### src/design/b64fd_pkg.sv
`timescale 1ns / 1ps
// ----------------------------------------------------------------------------
// b64fd_pkg: shared types and constants for the base64 filtering decoder
// Holds the decode job passed from the front part to the back part.
// ----------------------------------------------------------------------------
package b64fd_pkg;

  // Number of decoded bytes a full group of four characters releases
  localparam int unsigned GroupBytes = 3;

  // Width of one gathered character value and of the gathered group
  localparam int unsigned SextetW = 6;
  localparam int unsigned GroupW  = 8 * GroupBytes;

  // Status codes carried on the final result of a text
  localparam logic STATUS_OK    = 1'b0;
  localparam logic STATUS_SHORT = 1'b1;

  // One decode job: up to three bytes, oldest in the top bits
  typedef struct packed {
    logic [GroupW-1:0] data;
    logic [1:0]        nbytes_m1;  // bytes in the job minus one
    logic              has_data;   // 0 for a bare end marker
    logic              last;       // job closes the text
    logic              status;     // end status, shown on the final byte
  } job_t;

endpackage

### src/design/b64fd_front.sv
`timescale 1ns / 1ps
// ----------------------------------------------------------------------------
// b64fd_front: character filter and gatherer
// Maps each character to its 6-bit value, drops the rest, gathers groups of
// four and turns full groups and text ends into decode jobs.
// ----------------------------------------------------------------------------
module b64fd_front
  import b64fd_pkg::*;
(
  input  logic       clk,
  input  logic       rst,
  input  logic [7:0] in_char,
  input  logic       in_last,
  input  logic       in_valid,
  output logic       in_ready,
  input  logic       q_full,
  output logic       q_push,
  output job_t       q_job
);

  logic [17:0]        store;
  logic [17:0]        store_next;
  logic [1:0]         count;
  logic [1:0]         count_next;
  logic               accept;
  logic               kept;
  logic [SextetW-1:0] sextet;
  logic               group_done;
  logic [17:0]        store_after;
  logic [1:0]         count_after;

  // Classify a character: valid flag and 6-bit value
  function automatic logic [SextetW:0] sextet_of(input logic [7:0] c);
    logic [SextetW:0] r;
    r = '0;
    if (c >= 8'h41 && c <= 8'h5A)      r = {1'b1, 6'(c - 8'h41)};
    else if (c >= 8'h61 && c <= 8'h7A) r = {1'b1, 6'(c - 8'h61 + 8'd26)};
    else if (c >= 8'h30 && c <= 8'h39) r = {1'b1, 6'(c - 8'h30 + 8'd52)};
    else if (c == 8'h2B)               r = {1'b1, 6'd62};
    else if (c == 8'h2F)               r = {1'b1, 6'd63};
    return r;
  endfunction

  assign in_ready = !q_full;
  assign accept   = in_valid && in_ready;

  assign {kept, sextet} = sextet_of(in_char);
  assign group_done     = kept && (count == 2'd3);

  // Gathered state once this character is counted
  always_comb begin
    if (kept) begin
      store_after = {store[11:0], sextet};
      count_after = count + 2'd1;
    end else begin
      store_after = store;
      count_after = count;
    end
  end

  // Build the job for a full group or for the end of the text
  always_comb begin
    q_job           = '0;
    q_job.has_data  = 1'b1;
    q_job.status    = STATUS_OK;
    if (group_done) begin
      q_job.data      = {store, sextet};
      q_job.nbytes_m1 = 2'd2;
      q_job.last      = in_last;
    end else begin
      q_job.last = 1'b1;
      case (count_after)
        2'd0: begin
          q_job.has_data = 1'b0;
        end
        2'd1: begin
          q_job.has_data = 1'b0;
          q_job.status   = STATUS_SHORT;
        end
        2'd2: begin
          q_job.data[23:16] = store_after[11:4];
        end
        default: begin
          q_job.data[23:8]  = {store_after[17:10], store_after[9:2]};
          q_job.nbytes_m1   = 2'd1;
        end
      endcase
    end
  end

  assign q_push = accept && (group_done || in_last);

  // Advance the gathered state; clear it on a full group or text end
  always_comb begin
    store_next = store;
    count_next = count;
    if (accept) begin
      if (group_done || in_last) begin
        store_next = '0;
        count_next = '0;
      end else begin
        store_next = store_after;
        count_next = count_after;
      end
    end
  end

  always_ff @(posedge clk) begin
    if (rst) begin
      store <= '0;
      count <= '0;
    end else begin
      store <= store_next;
      count <= count_next;
    end
  end

endmodule

### src/design/b64fd_queue.sv
`timescale 1ns / 1ps
// ----------------------------------------------------------------------------
// b64fd_queue: two-entry job queue
// Decouples the character front from the byte back so each may stall alone.
// ----------------------------------------------------------------------------
module b64fd_queue
  import b64fd_pkg::*;
(
  input  logic clk,
  input  logic rst,
  input  logic push,
  input  job_t push_job,
  input  logic pop,
  output logic full,
  output logic empty,
  output job_t head
);

  job_t       slot [2];
  logic       wr_ptr;
  logic       rd_ptr;
  logic [1:0] count;

  assign full  = (count == 2'd2);
  assign empty = (count == 2'd0);
  assign head  = slot[rd_ptr];

  // Store a pushed job
  always_ff @(posedge clk) begin
    if (push && !full) begin
      slot[wr_ptr] <= push_job;
    end
  end

  // Advance pointers and occupancy
  always_ff @(posedge clk) begin
    if (rst) begin
      wr_ptr <= 1'b0;
      rd_ptr <= 1'b0;
      count  <= '0;
    end else begin
      if (push && !full) wr_ptr <= !wr_ptr;
      if (pop && !empty) rd_ptr <= !rd_ptr;
      case ({push && !full, pop && !empty})
        2'b10:   count <= count + 2'd1;
        2'b01:   count <= count - 2'd1;
        default: count <= count;
      endcase
    end
  end

endmodule

### src/design/b64fd_back.sv
`timescale 1ns / 1ps
// ----------------------------------------------------------------------------
// b64fd_back: byte serialiser
// Sends the bytes of the head job one per cycle, while the output is taken, through an output register.
// ----------------------------------------------------------------------------
module b64fd_back
  import b64fd_pkg::*;
(
  input  logic       clk,
  input  logic       rst,
  input  logic       q_empty,
  input  job_t       q_head,
  output logic       q_pop,
  output logic [7:0] out_byte,
  output logic       byte_valid,
  output logic       out_last,
  output logic       status,
  output logic       out_valid,
  input  logic       out_ready
);

  logic [1:0] idx;
  logic       load;
  logic       final_byte;
  logic [7:0] sel_byte;

  assign load       = !q_empty && (!out_valid || out_ready);
  assign final_byte = (idx == q_head.nbytes_m1);
  assign q_pop      = load && final_byte;

  // Pick the current byte of the job, oldest first
  always_comb begin
    case (idx)
      2'd0:    sel_byte = q_head.data[23:16];
      2'd1:    sel_byte = q_head.data[15:8];
      default: sel_byte = q_head.data[7:0];
    endcase
  end

  // Hold the output request until taken; load the next byte when free
  always_ff @(posedge clk) begin
    if (rst) begin
      out_valid <= 1'b0;
      idx       <= '0;
    end else begin
      if (load) begin
        out_valid <= 1'b1;
        idx       <= final_byte ? 2'd0 : idx + 2'd1;
      end else if (out_ready) begin
        out_valid <= 1'b0;
      end
    end
  end

  always_ff @(posedge clk) begin
    if (load) begin
      out_byte   <= sel_byte;
      byte_valid <= q_head.has_data;
      out_last   <= final_byte && q_head.last;
      status     <= final_byte && q_head.status;
    end
  end

endmodule

### src/design/base64_filter_decoder.sv
`timescale 1ns / 1ps
// ----------------------------------------------------------------------------
// base64_filter_decoder: streaming base64 decoder with character filter
// Top level joining the character front, the job queue and the byte back.
// ----------------------------------------------------------------------------
// One text character is taken per cycle while the two-entry job queue has
// room; characters outside the base64 alphabet, padding included, are
// dropped. Every fourth kept character makes a job of three bytes, and the
// character flagged last makes a closing job (three bytes if it completes a
// group, else one or two bytes or a bare end marker, with status set for a
// single stray character). The back part sends one byte per cycle while the
// output is taken, so a steady stream of full groups keeps up with the input;
// only a stalled output or closely spaced text ends back-pressure the input.
// ----------------------------------------------------------------------------
module base64_filter_decoder
  import b64fd_pkg::*;
(
  input  logic       clk,
  input  logic       rst,
  input  logic [7:0] in_char,
  input  logic       in_last,
  input  logic       in_valid,
  output logic       in_ready,
  output logic [7:0] out_byte,
  output logic       byte_valid,
  output logic       out_last,
  output logic       status,
  output logic       out_valid,
  input  logic       out_ready
);

  logic q_full;
  logic q_empty;
  logic q_push;
  logic q_pop;
  job_t q_job;
  job_t q_head;

  // Classify characters and build jobs
  b64fd_front u_front (
    .clk      (clk),
    .rst      (rst),
    .in_char  (in_char),
    .in_last  (in_last),
    .in_valid (in_valid),
    .in_ready (in_ready),
    .q_full   (q_full),
    .q_push   (q_push),
    .q_job    (q_job)
  );

  // Buffer jobs between the two parts
  b64fd_queue u_queue (
    .clk      (clk),
    .rst      (rst),
    .push     (q_push),
    .push_job (q_job),
    .pop      (q_pop),
    .full     (q_full),
    .empty    (q_empty),
    .head     (q_head)
  );

  // Serialise jobs into output bytes
  b64fd_back u_back (
    .clk        (clk),
    .rst        (rst),
    .q_empty    (q_empty),
    .q_head     (q_head),
    .q_pop      (q_pop),
    .out_byte   (out_byte),
    .byte_valid (byte_valid),
    .out_last   (out_last),
    .status     (status),
    .out_valid  (out_valid),
    .out_ready  (out_ready)
  );

  // Error status only on a bare final marker
  a_status_marker: assert property (@(posedge clk) disable iff (rst)
    out_valid && status |-> out_last && !byte_valid)
    else $error("status set on a result that is not a bare final marker");

  // A bare marker always closes the text
  a_marker_last: assert property (@(posedge clk) disable iff (rst)
    out_valid && !byte_valid |-> out_last)
    else $error("bare marker without end flag");

  // Never push a job into a full queue
  a_no_overflow: assert property (@(posedge clk) disable iff (rst)
    q_push |-> !q_full)
    else $error("job pushed into full queue");

  // Never pop from an empty queue
  a_no_underflow: assert property (@(posedge clk) disable iff (rst)
    q_pop |-> !q_empty)
    else $error("job popped from empty queue");

endmodule
### config.mk
export PLATFORM = sky130hd
export DESIGN_NAME = base64_filter_decoder
export DESIGN_NICKNAME = d
export VERILOG_FILES = /design/src/design/b64fd_pkg.sv /design/src/design/b64fd_front.sv /design/src/design/b64fd_queue.sv /design/src/design/b64fd_back.sv /design/src/design/base64_filter_decoder.sv
export SDC_FILE = /design/constraint.sdc
export NUM_CORES = 1
export LEC_CHECK = 0
export ABC_AREA = 1
export BUFFER_PORTS_ARGS = -buffer_cell sky130_fd_sc_hd__buf_4
export CAP_MARGIN = 20
export CORE_AREA = 2 2 109 111
export DETAILED_ROUTE_END_ITERATION = 10
export DIE_AREA = 0 0 111 113
export GPL_TIMING_DRIVEN = 0
export PLACE_DENSITY_LB_ADDON = 0.2
export SLEW_MARGIN = 15
export SYNTH_ARGS = -nofsm -noshare
export SYNTH_HDL_FRONTEND = slang
export SYNTH_SLANG_ARGS = --single-unit
### constraint.sdc
create_clock -name clk -period 9.45 [get_ports clk]
set_clock_uncertainty 0.2 [all_clocks]
set_input_delay 1.4175 -clock clk [delete_from_list [all_inputs] [get_ports clk]]
set_output_delay 1.4175 -clock clk [all_outputs]
set_load 0.05 [all_outputs]
# Word level (Yosys, flattened, before mapping)
# Memories as Yosys holds them, arrays and structs flattened. A register that Yosys moved wholly into a read port is not among the register bits.
# Cells that the tools add are included.
[word_totals]
ram_bits = 58
n_memories = 1
reg_bits = 38
output_inout_bits = 13
[memory_table]
columns = ["memory", "words", "width", "rd", "rd_clocked_by_memory_dff", "write_ports", "line_no", "source"]
rows = [
  ["u_queue.slot", 2, 29, 1, 1, 1, "b64fd_queue.sv:19", "job_t slot [2];"],
]
[op_classes]
magnitude_cmp = 6
add_sub_neg = 9
n_eq_ne = 10
reduce_logical = 28
mux = 29
[ops]
columns = ["operator", "n"]
rows = [
  ["2-to-1 mux 18 bit", 2],
  ["2-to-1 mux 7 bit", 5],
  ["case mux 8 bit (2 select lines)", 2],
  ["equality test 8 x 6 -> 1 bit, second input constant", 2],
  ["greater-or-equal comparator 8 x 7 -> 1 bit, second input constant", 2],
  ["<= comparator 8 x 7 -> 1 bit, second input constant", 2],
  ["2-to-1 mux 16 bit", 1],
  ["2-to-1 mux 8 bit", 2],
  ["logical AND 1 bit", 12],
  ["2-to-1 mux 1 bit", 12],
  ["subtractor 6 bit, second input constant", 2],
  ["equality test 2 bit, second input constant", 4],
  ["greater-or-equal comparator 8 x 6 -> 1 bit, second input constant", 1],
  ["<= comparator 8 x 6 -> 1 bit, second input constant", 1],
  ["2-to-1 mux 2 bit", 4],
  ["adder 2 x 1 -> 2 bit, second input constant", 3],
  ["adder 6 x 5 -> 6 bit, second input constant", 1],
  ["adder 6 bit, second input constant", 1],
  ["equality test 2 x 1 -> 1 bit, second input constant", 3],
  ["logical NOT 2 bit", 3],
  ["nonzero test 2 bit", 3],
  ["subtractor 6 x 1 -> 6 bit, second input constant", 1],
  ["logical NOT 1 bit", 5],
  ["case mux 2 bit (2 select lines)", 1],
  ["6 further kinds", 7],
]

# Logic depth before layout (Yosys ltp)
[depth]
ltp_word = 12
ltp_mapped = 18
depth_no_buf = 18

# Hierarchy
# A second synthesis with hierarchy kept.
[unflattened]
cells_unflattened = 578
hier_area_um2 = 5230.0
[modules_own_cells]
columns = ["module", "area_each_um2", "seq_area_each_um2", "instances", "cells_each"]
rows = [
  ["b64fd_queue", 2378.5, 1841.8, 1, 130],
  ["b64fd_front", 2128.3, 400.4, 1, 373],
  ["b64fd_back", 723.2, 390.4, 1, 75],
]

# Worst setup path after synthesis
# No wires, ideal clock.
[synth_path]
path_kind = "input-to-reg"
startpoint = "in in_char[2]"
endpoint = "mem u_queue.slot[0][0] in the netlist's numbering (enable)"
slack_ps = 5080
path_buffers = 0
arrival_ps = 3755
required_ps = 8835
cell_stages = 13
path_cell_list = "inv_2 > ha_1 > nand2_1 > nand3_1 > nand2_1 > clkinv_1 > nand2_4 > nand2_4 > nand3_4 > nand2_4 > nand2_1 > nand2_1 > nor2_1"
[synth_via]
elab_chain_len = 12
[synth_lines]
columns = ["element", "line_no", "source"]
rows = [
  ["start, declared", "base64_filter_decoder.sv:20", "input logic [7:0] in_char,"],
  ["parallel branches: the longest is 5 deep, another holds greater-or-equal comparator 8 x 6 -> 1 bit", "-", ""],
  ["2-to-1 mux 7 bit *", "b64fd_front.sv:36", "if (c >= 8'h41 && c <= 8'h5A) r = {1'b1, 6'(c - 8'h41)};"],
  ["logical AND 1 bit *", "b64fd_front.sv:48", "assign group_done = kept && (count == 2'd3);"],
  ["logical OR 1 bit *", "b64fd_front.sv:91", "assign q_push = accept && (group_done || in_last);"],
  ["logical AND 1 bit *", "b64fd_front.sv:91", ""],
  ["logical AND 1 bit *", "b64fd_queue.sv:30", "if (push && !full) begin"],
  ["2-to-1 mux 1 bit *", "b64fd_queue.sv:30", ""],
  ["2-to-1 mux 1 bit (not written as such) *", "b64fd_queue.sv:31", "slot[wr_ptr] <= push_job;"],
  ["end, declared", "b64fd_queue.sv:19", ""],
]
# Mark *: on every way between the ends.

# Worst setup path in the final report
[layout_path]
startpoint = "in in_char[2]"
endpoint = "reg u_queue.count[1]"
[layout_via]
elab_chain_len = 12
[layout_lines]
columns = ["element", "line_no", "source"]
rows = [
  ["parallel branches: the longest is 5 deep, another holds greater-or-equal comparator 8 x 6 -> 1 bit", "-", ""],
  ["2-to-1 mux 7 bit *", "b64fd_front.sv:36", ""],
  ["logical AND 1 bit *", "b64fd_front.sv:48", ""],
  ["logical OR 1 bit *", "b64fd_front.sv:91", ""],
  ["logical AND 1 bit *", "b64fd_front.sv:91", ""],
  ["logical AND 1 bit *", "b64fd_queue.sv:44", "case ({push && !full, pop && !empty})"],
  ["equality test 2 x 1 -> 1 bit or equality test 2 bit (tied branches)", "b64fd_queue.sv:44", ""],
  ["case mux 2 bit (2 select lines) or nonzero test 2 bit (tied branches)", "-", ""],
  ["end signal, assigned", "b64fd_queue.sv:45", "2'b10: count <= count + 2'd1;"],
  ["end signal, assigned", "b64fd_queue.sv:46", "2'b01: count <= count - 2'd1;"],
  ["end signal, assigned", "b64fd_queue.sv:47", "default: count <= count;"],
  ["end, declared", "b64fd_queue.sv:22", "logic [1:0] count;"],
]
# Marks and branches as above.
# A chain may end at the register's enable or synchronous reset.

==> metrics.md <==
| Metric | Value |
|---|---|
| Outcome | finished clean |
| FP Rows | 39 |
| Slew Limit Fails | 0 |
| Non-Filler Instances | slightly below 800 |
| RSZ-0062 raised after global routing | false |
| Total leakage power | ~2.3 nW |
| Complex-gate fraction of the synthesized area | about a tenth |
| Core area | between 10000 and 15000 um^2 |
| Fmax | around 270 MHz |
| Most frequent CP cell | nand2_1 |
| CTS tree | done |
| Post-CTS Setup Repair Bufs | 0 |
| DRT Wirelength | approximately 13000 um |
| Top Ports | 26 |
| Worst-Margin Slew | 0.566 ns |
| Final min period | 3.73 ns |
| Worst Path Max Fanout | 9 |
| Post-synthesis register bit count | 97 |
| Drt drc | 0 |
| CTS buffer count | 9 |
| Max incr delay on CP | 0.28 ns |
| Global-route wire length before repair | between 20000 and 25000 um |
| CP Data Required Time | approximately 9.5 ns |
| Final Cell Area | 5780 um^2 |
| Starting Density | 45.1% |
| Mux contribution to synthesized area | 0% |
| Setup violators final | 0 |
| GR peak layer | met2 |
| Router iterations before antenna repair | 5 |
| Maxcap violations | 0 |
| Root buf cell | clkbuf_16 |
| Crit Path Class | input port to register |
| Worst setup SP type | input port |
| Largest net degree at the start of global routing | 26 |
| Met1 Use GR | between 20% and 30% |
| Yosys warnings | 0 |
| Power consumption | 1.31 mW |
| Routed WL per cell | roughly 16 um |
| Largest family of logic cells by synthesized area | simple AND/OR/NAND/NOR gates |
| GRT Util Overall | between 20% and 30% |
| FF-to-FF End | u_queue.count[1] |
| DRT iter0 DRCs | roughly 340 |
| Fin util | around half |
| Synth Cell Area | around 5000 um^2 |
| Mapped Cells | 590 |
| H-tree depth | 3 |
| Drt via density | between 5 and 6 |
| CTS clk-pin slew, worst paths | ~0.070 ns |
| Critical Path End | u_queue.count[1] |
| Placed cell area | roughly 5500 um^2 |
| Arrival @ worst endpoint | 3.81 ns |
| Clock latency on the worst-skew pair | about 0.34 ns |
| XOR/XNOR Fraction of Synth Area | ~1.4% |
| Relative slew slack | about 60% |
| Fin. Hold Viols | 0 |
| GPL Wtd Cong | roughly 0.94 |
| Worst Setup SP | in_char[2] |
| Met3 Use GR | 2.89% |
| Diodes inserted | 0 |
| Post-CTS Resized | 0 |
| Worst setup EP type | register |
| Synth Area in Adders | around 3.0% |
| VDD IR max | 0.000144 V |
| Syn_area_per_cell | roughly 8.6 um^2 |
| Final TNS setup | 0 ns |
| Height of the die | ~110 um |
| Vias in the first global route | 3860 |
| Inst Count DP | approximately 760 |
| Post-cts hold buffer count | 0 |
| HPWL after DPL | around 9100 um |
| Longest Clk Path Bufs | 2 |
| Net Count, Synth | 615 |
| Crit path cell chain | buf_4 > inv_2 > ha_1 > nand2_1 > nand2_1 > nand3_1 > nand2_1 > nand2_1 > nand2_4 > nand3_4 > nand2_4 > nand2_1 > nand2_1 > ha_1 > inv_1 > nand2_1 > nor2_1 > o21ai_0 > a21oi_1 |
| Post-route ant nets | 0 |
| Period Utilization, post-route | roughly 39% |
| P per Cell Area | 226 nW/um^2 |
| Die X-Extent | around 110 um |
| Initial antenna violation count | 0 |
| Register area share after synthesis | roughly 52% |
| Clk sinks | 97 |
| Nets | approximately 650 |
| Reg2reg path depth | 13 |
| PortBufs | 22 |
| Grt total ovfl | 0 |
| Netlist cell types | 35 |
| Die Area | about 13000 um^2 |
| Crit-path slowest cell | ha_1 |
| Hold Crit Class | register to register |
| Met2 Resource Use GR | around a third |
| Share of cells above drive strength 1 | about an eighth |
| Flop2flop setup slack | 6.87 ns |
| Vias | 4113 |
| Layout area overhead | 13.6% |
| Simple-Gate Fraction of Synth Area | 26.5% |
[cell families (layout without fill, tap and decap cells)]
family,Yosys count,after routing
compound gates,91,91
xor+xnor,8,8
fa+ha+maj,12,12
buf+inv,81,122
flops,97,97
simple gates,301,301
[registers in the layout, indices dropped and copies added (netlist names), named ones only]
| register | count |
|---|---|
| u_queue.slot | 58 |
| u_front.store | 18 |
| u_back.out_byte | 8 |
| u_back.idx | 2 |
| u_front.count | 2 |
| u_queue.count | 2 |
| u_back.byte_valid | 1 |
| u_back.out_last | 1 |
| u_back.out_valid | 1 |
| u_back.status | 1 |
| u_queue.rd_ptr | 1 |
| u_queue.wr_ptr | 1 |
[worst min path at each step]
stage	start	to	slack, ns	cells past startpoint
floorplan	u_queue.count[1]	u_queue.count[1]	0.24	1
global placement	u_front.store[6]	u_front.store[6]	0.25	2
detailed placement	u_front.store[6]	u_front.store[6]	0.26	2
CTS	u_front.store[6]	u_front.store[6]	0.27	2
global route	u_front.store[9]	u_front.store[9]	0.29	2
finish	u_front.store[6]	u_front.store[6]	0.27	2
[metal layers]
| metal | up-vias | routed length, um |
|---|---|---|
| met5 | - | 0 |
| met4 | 0 | 234 |
| met3 | 18 | 543 |
| met2 | 102 | 5710 |
| met1 | 1949 | 6010 |
| li1 | 2044 | - |
[layout make-up]
cell class,count,area [um^2]
Buffer,25,154
Clock buffer,10,229
Clock inverter,6,51.3
Fill cell,1043,5490
Inverter,56,216
Multi-Input combinational cell,412,2100
Sequential cell,97,2630
Tap cell,143,179
Timing Repair Buffer,25,216
[power by group]
| part | switching (mW) | internal [mW] | leakage [nW] |
|---|---|---|---|
| registers | 0.0179 | 0.520 | 0.874 |
| logic | 0.294 | 0.126 | 1.26 |
| clock network | 0.166 | 0.182 | 0.128 |
| total | 0.478 | 0.829 | 2.26 |
[cell usage after synthesis, drive strengths merged]
cell,count,area share [%]
nand2,156,13
nor2,80,6.5
edfxtp,69,41
inv,52,3.9
nand3,49,5.4
o21ai,46,4.5
dfxtp,28,11
a21oi,26,2.6
buf,15,2.3
ha,12,3.0
nand4,11,1.4
clkbuf,10,0.74
o21a,10,1.5
o221ai,8,1.4
xor2,8,1.4
clkinv,4,0.32
nor3,3,0.39
a211oi,1,0.15
nand3b,1,0.15
nor4,1,0.12
[stage by stage]
step	setup WS, ns	hold slack, ns
after global routing	5.51	0.294
after global placement	3.98	0.254
after detailed placement	5.38	0.257
final	5.72	0.268
after CTS	5.73	0.268
after floorplan	5.08	0.243
[worst max-delay path, delay by kind of cell]
family	cells	cell delay, ns
adders and majority gates	2	0.56
buffers and inverters	3	0.33
and+or+nand+nor	12	1.29
AOI/OAI and AO/OA	2	0.20
[layout by cell type (no fill, tap or decap), types with 2 or more instances in the layout]
| cell | instances |
|---|---|
| nor3_1 | 2 |
| o21ai_1 | 7 |
| clkbuf_16 | 9 |
| inv_1 | 47 |
| nand3_4 | 2 |
| clkinv_1 | 3 |
| nand2_2 | 4 |
| nand4_1 | 11 |
| inv_2 | 4 |
| a21oi_1 | 24 |
| o21ai_0 | 39 |
| buf_4 | 24 |
| edfxtp_1 | 69 |
| inv_6 | 3 |
| buf_6 | 7 |
| clkbuf_1 | 11 |
| a21oi_2 | 2 |
| nor2_2 | 3 |
| dfxtp_1 | 28 |
| nand2_4 | 6 |
| nor2_4 | 5 |
| xor2_1 | 8 |
| ha_1 | 12 |
| nand2_1 | 146 |
| buf_12 | 2 |
| buf_2 | 6 |
| nand3_1 | 46 |
| nor2_1 | 72 |
| clkinvlp_4 | 3 |
| o221ai_1 | 8 |
| o21a_1 | 10 |
Power figures use the tool's default switching activity.
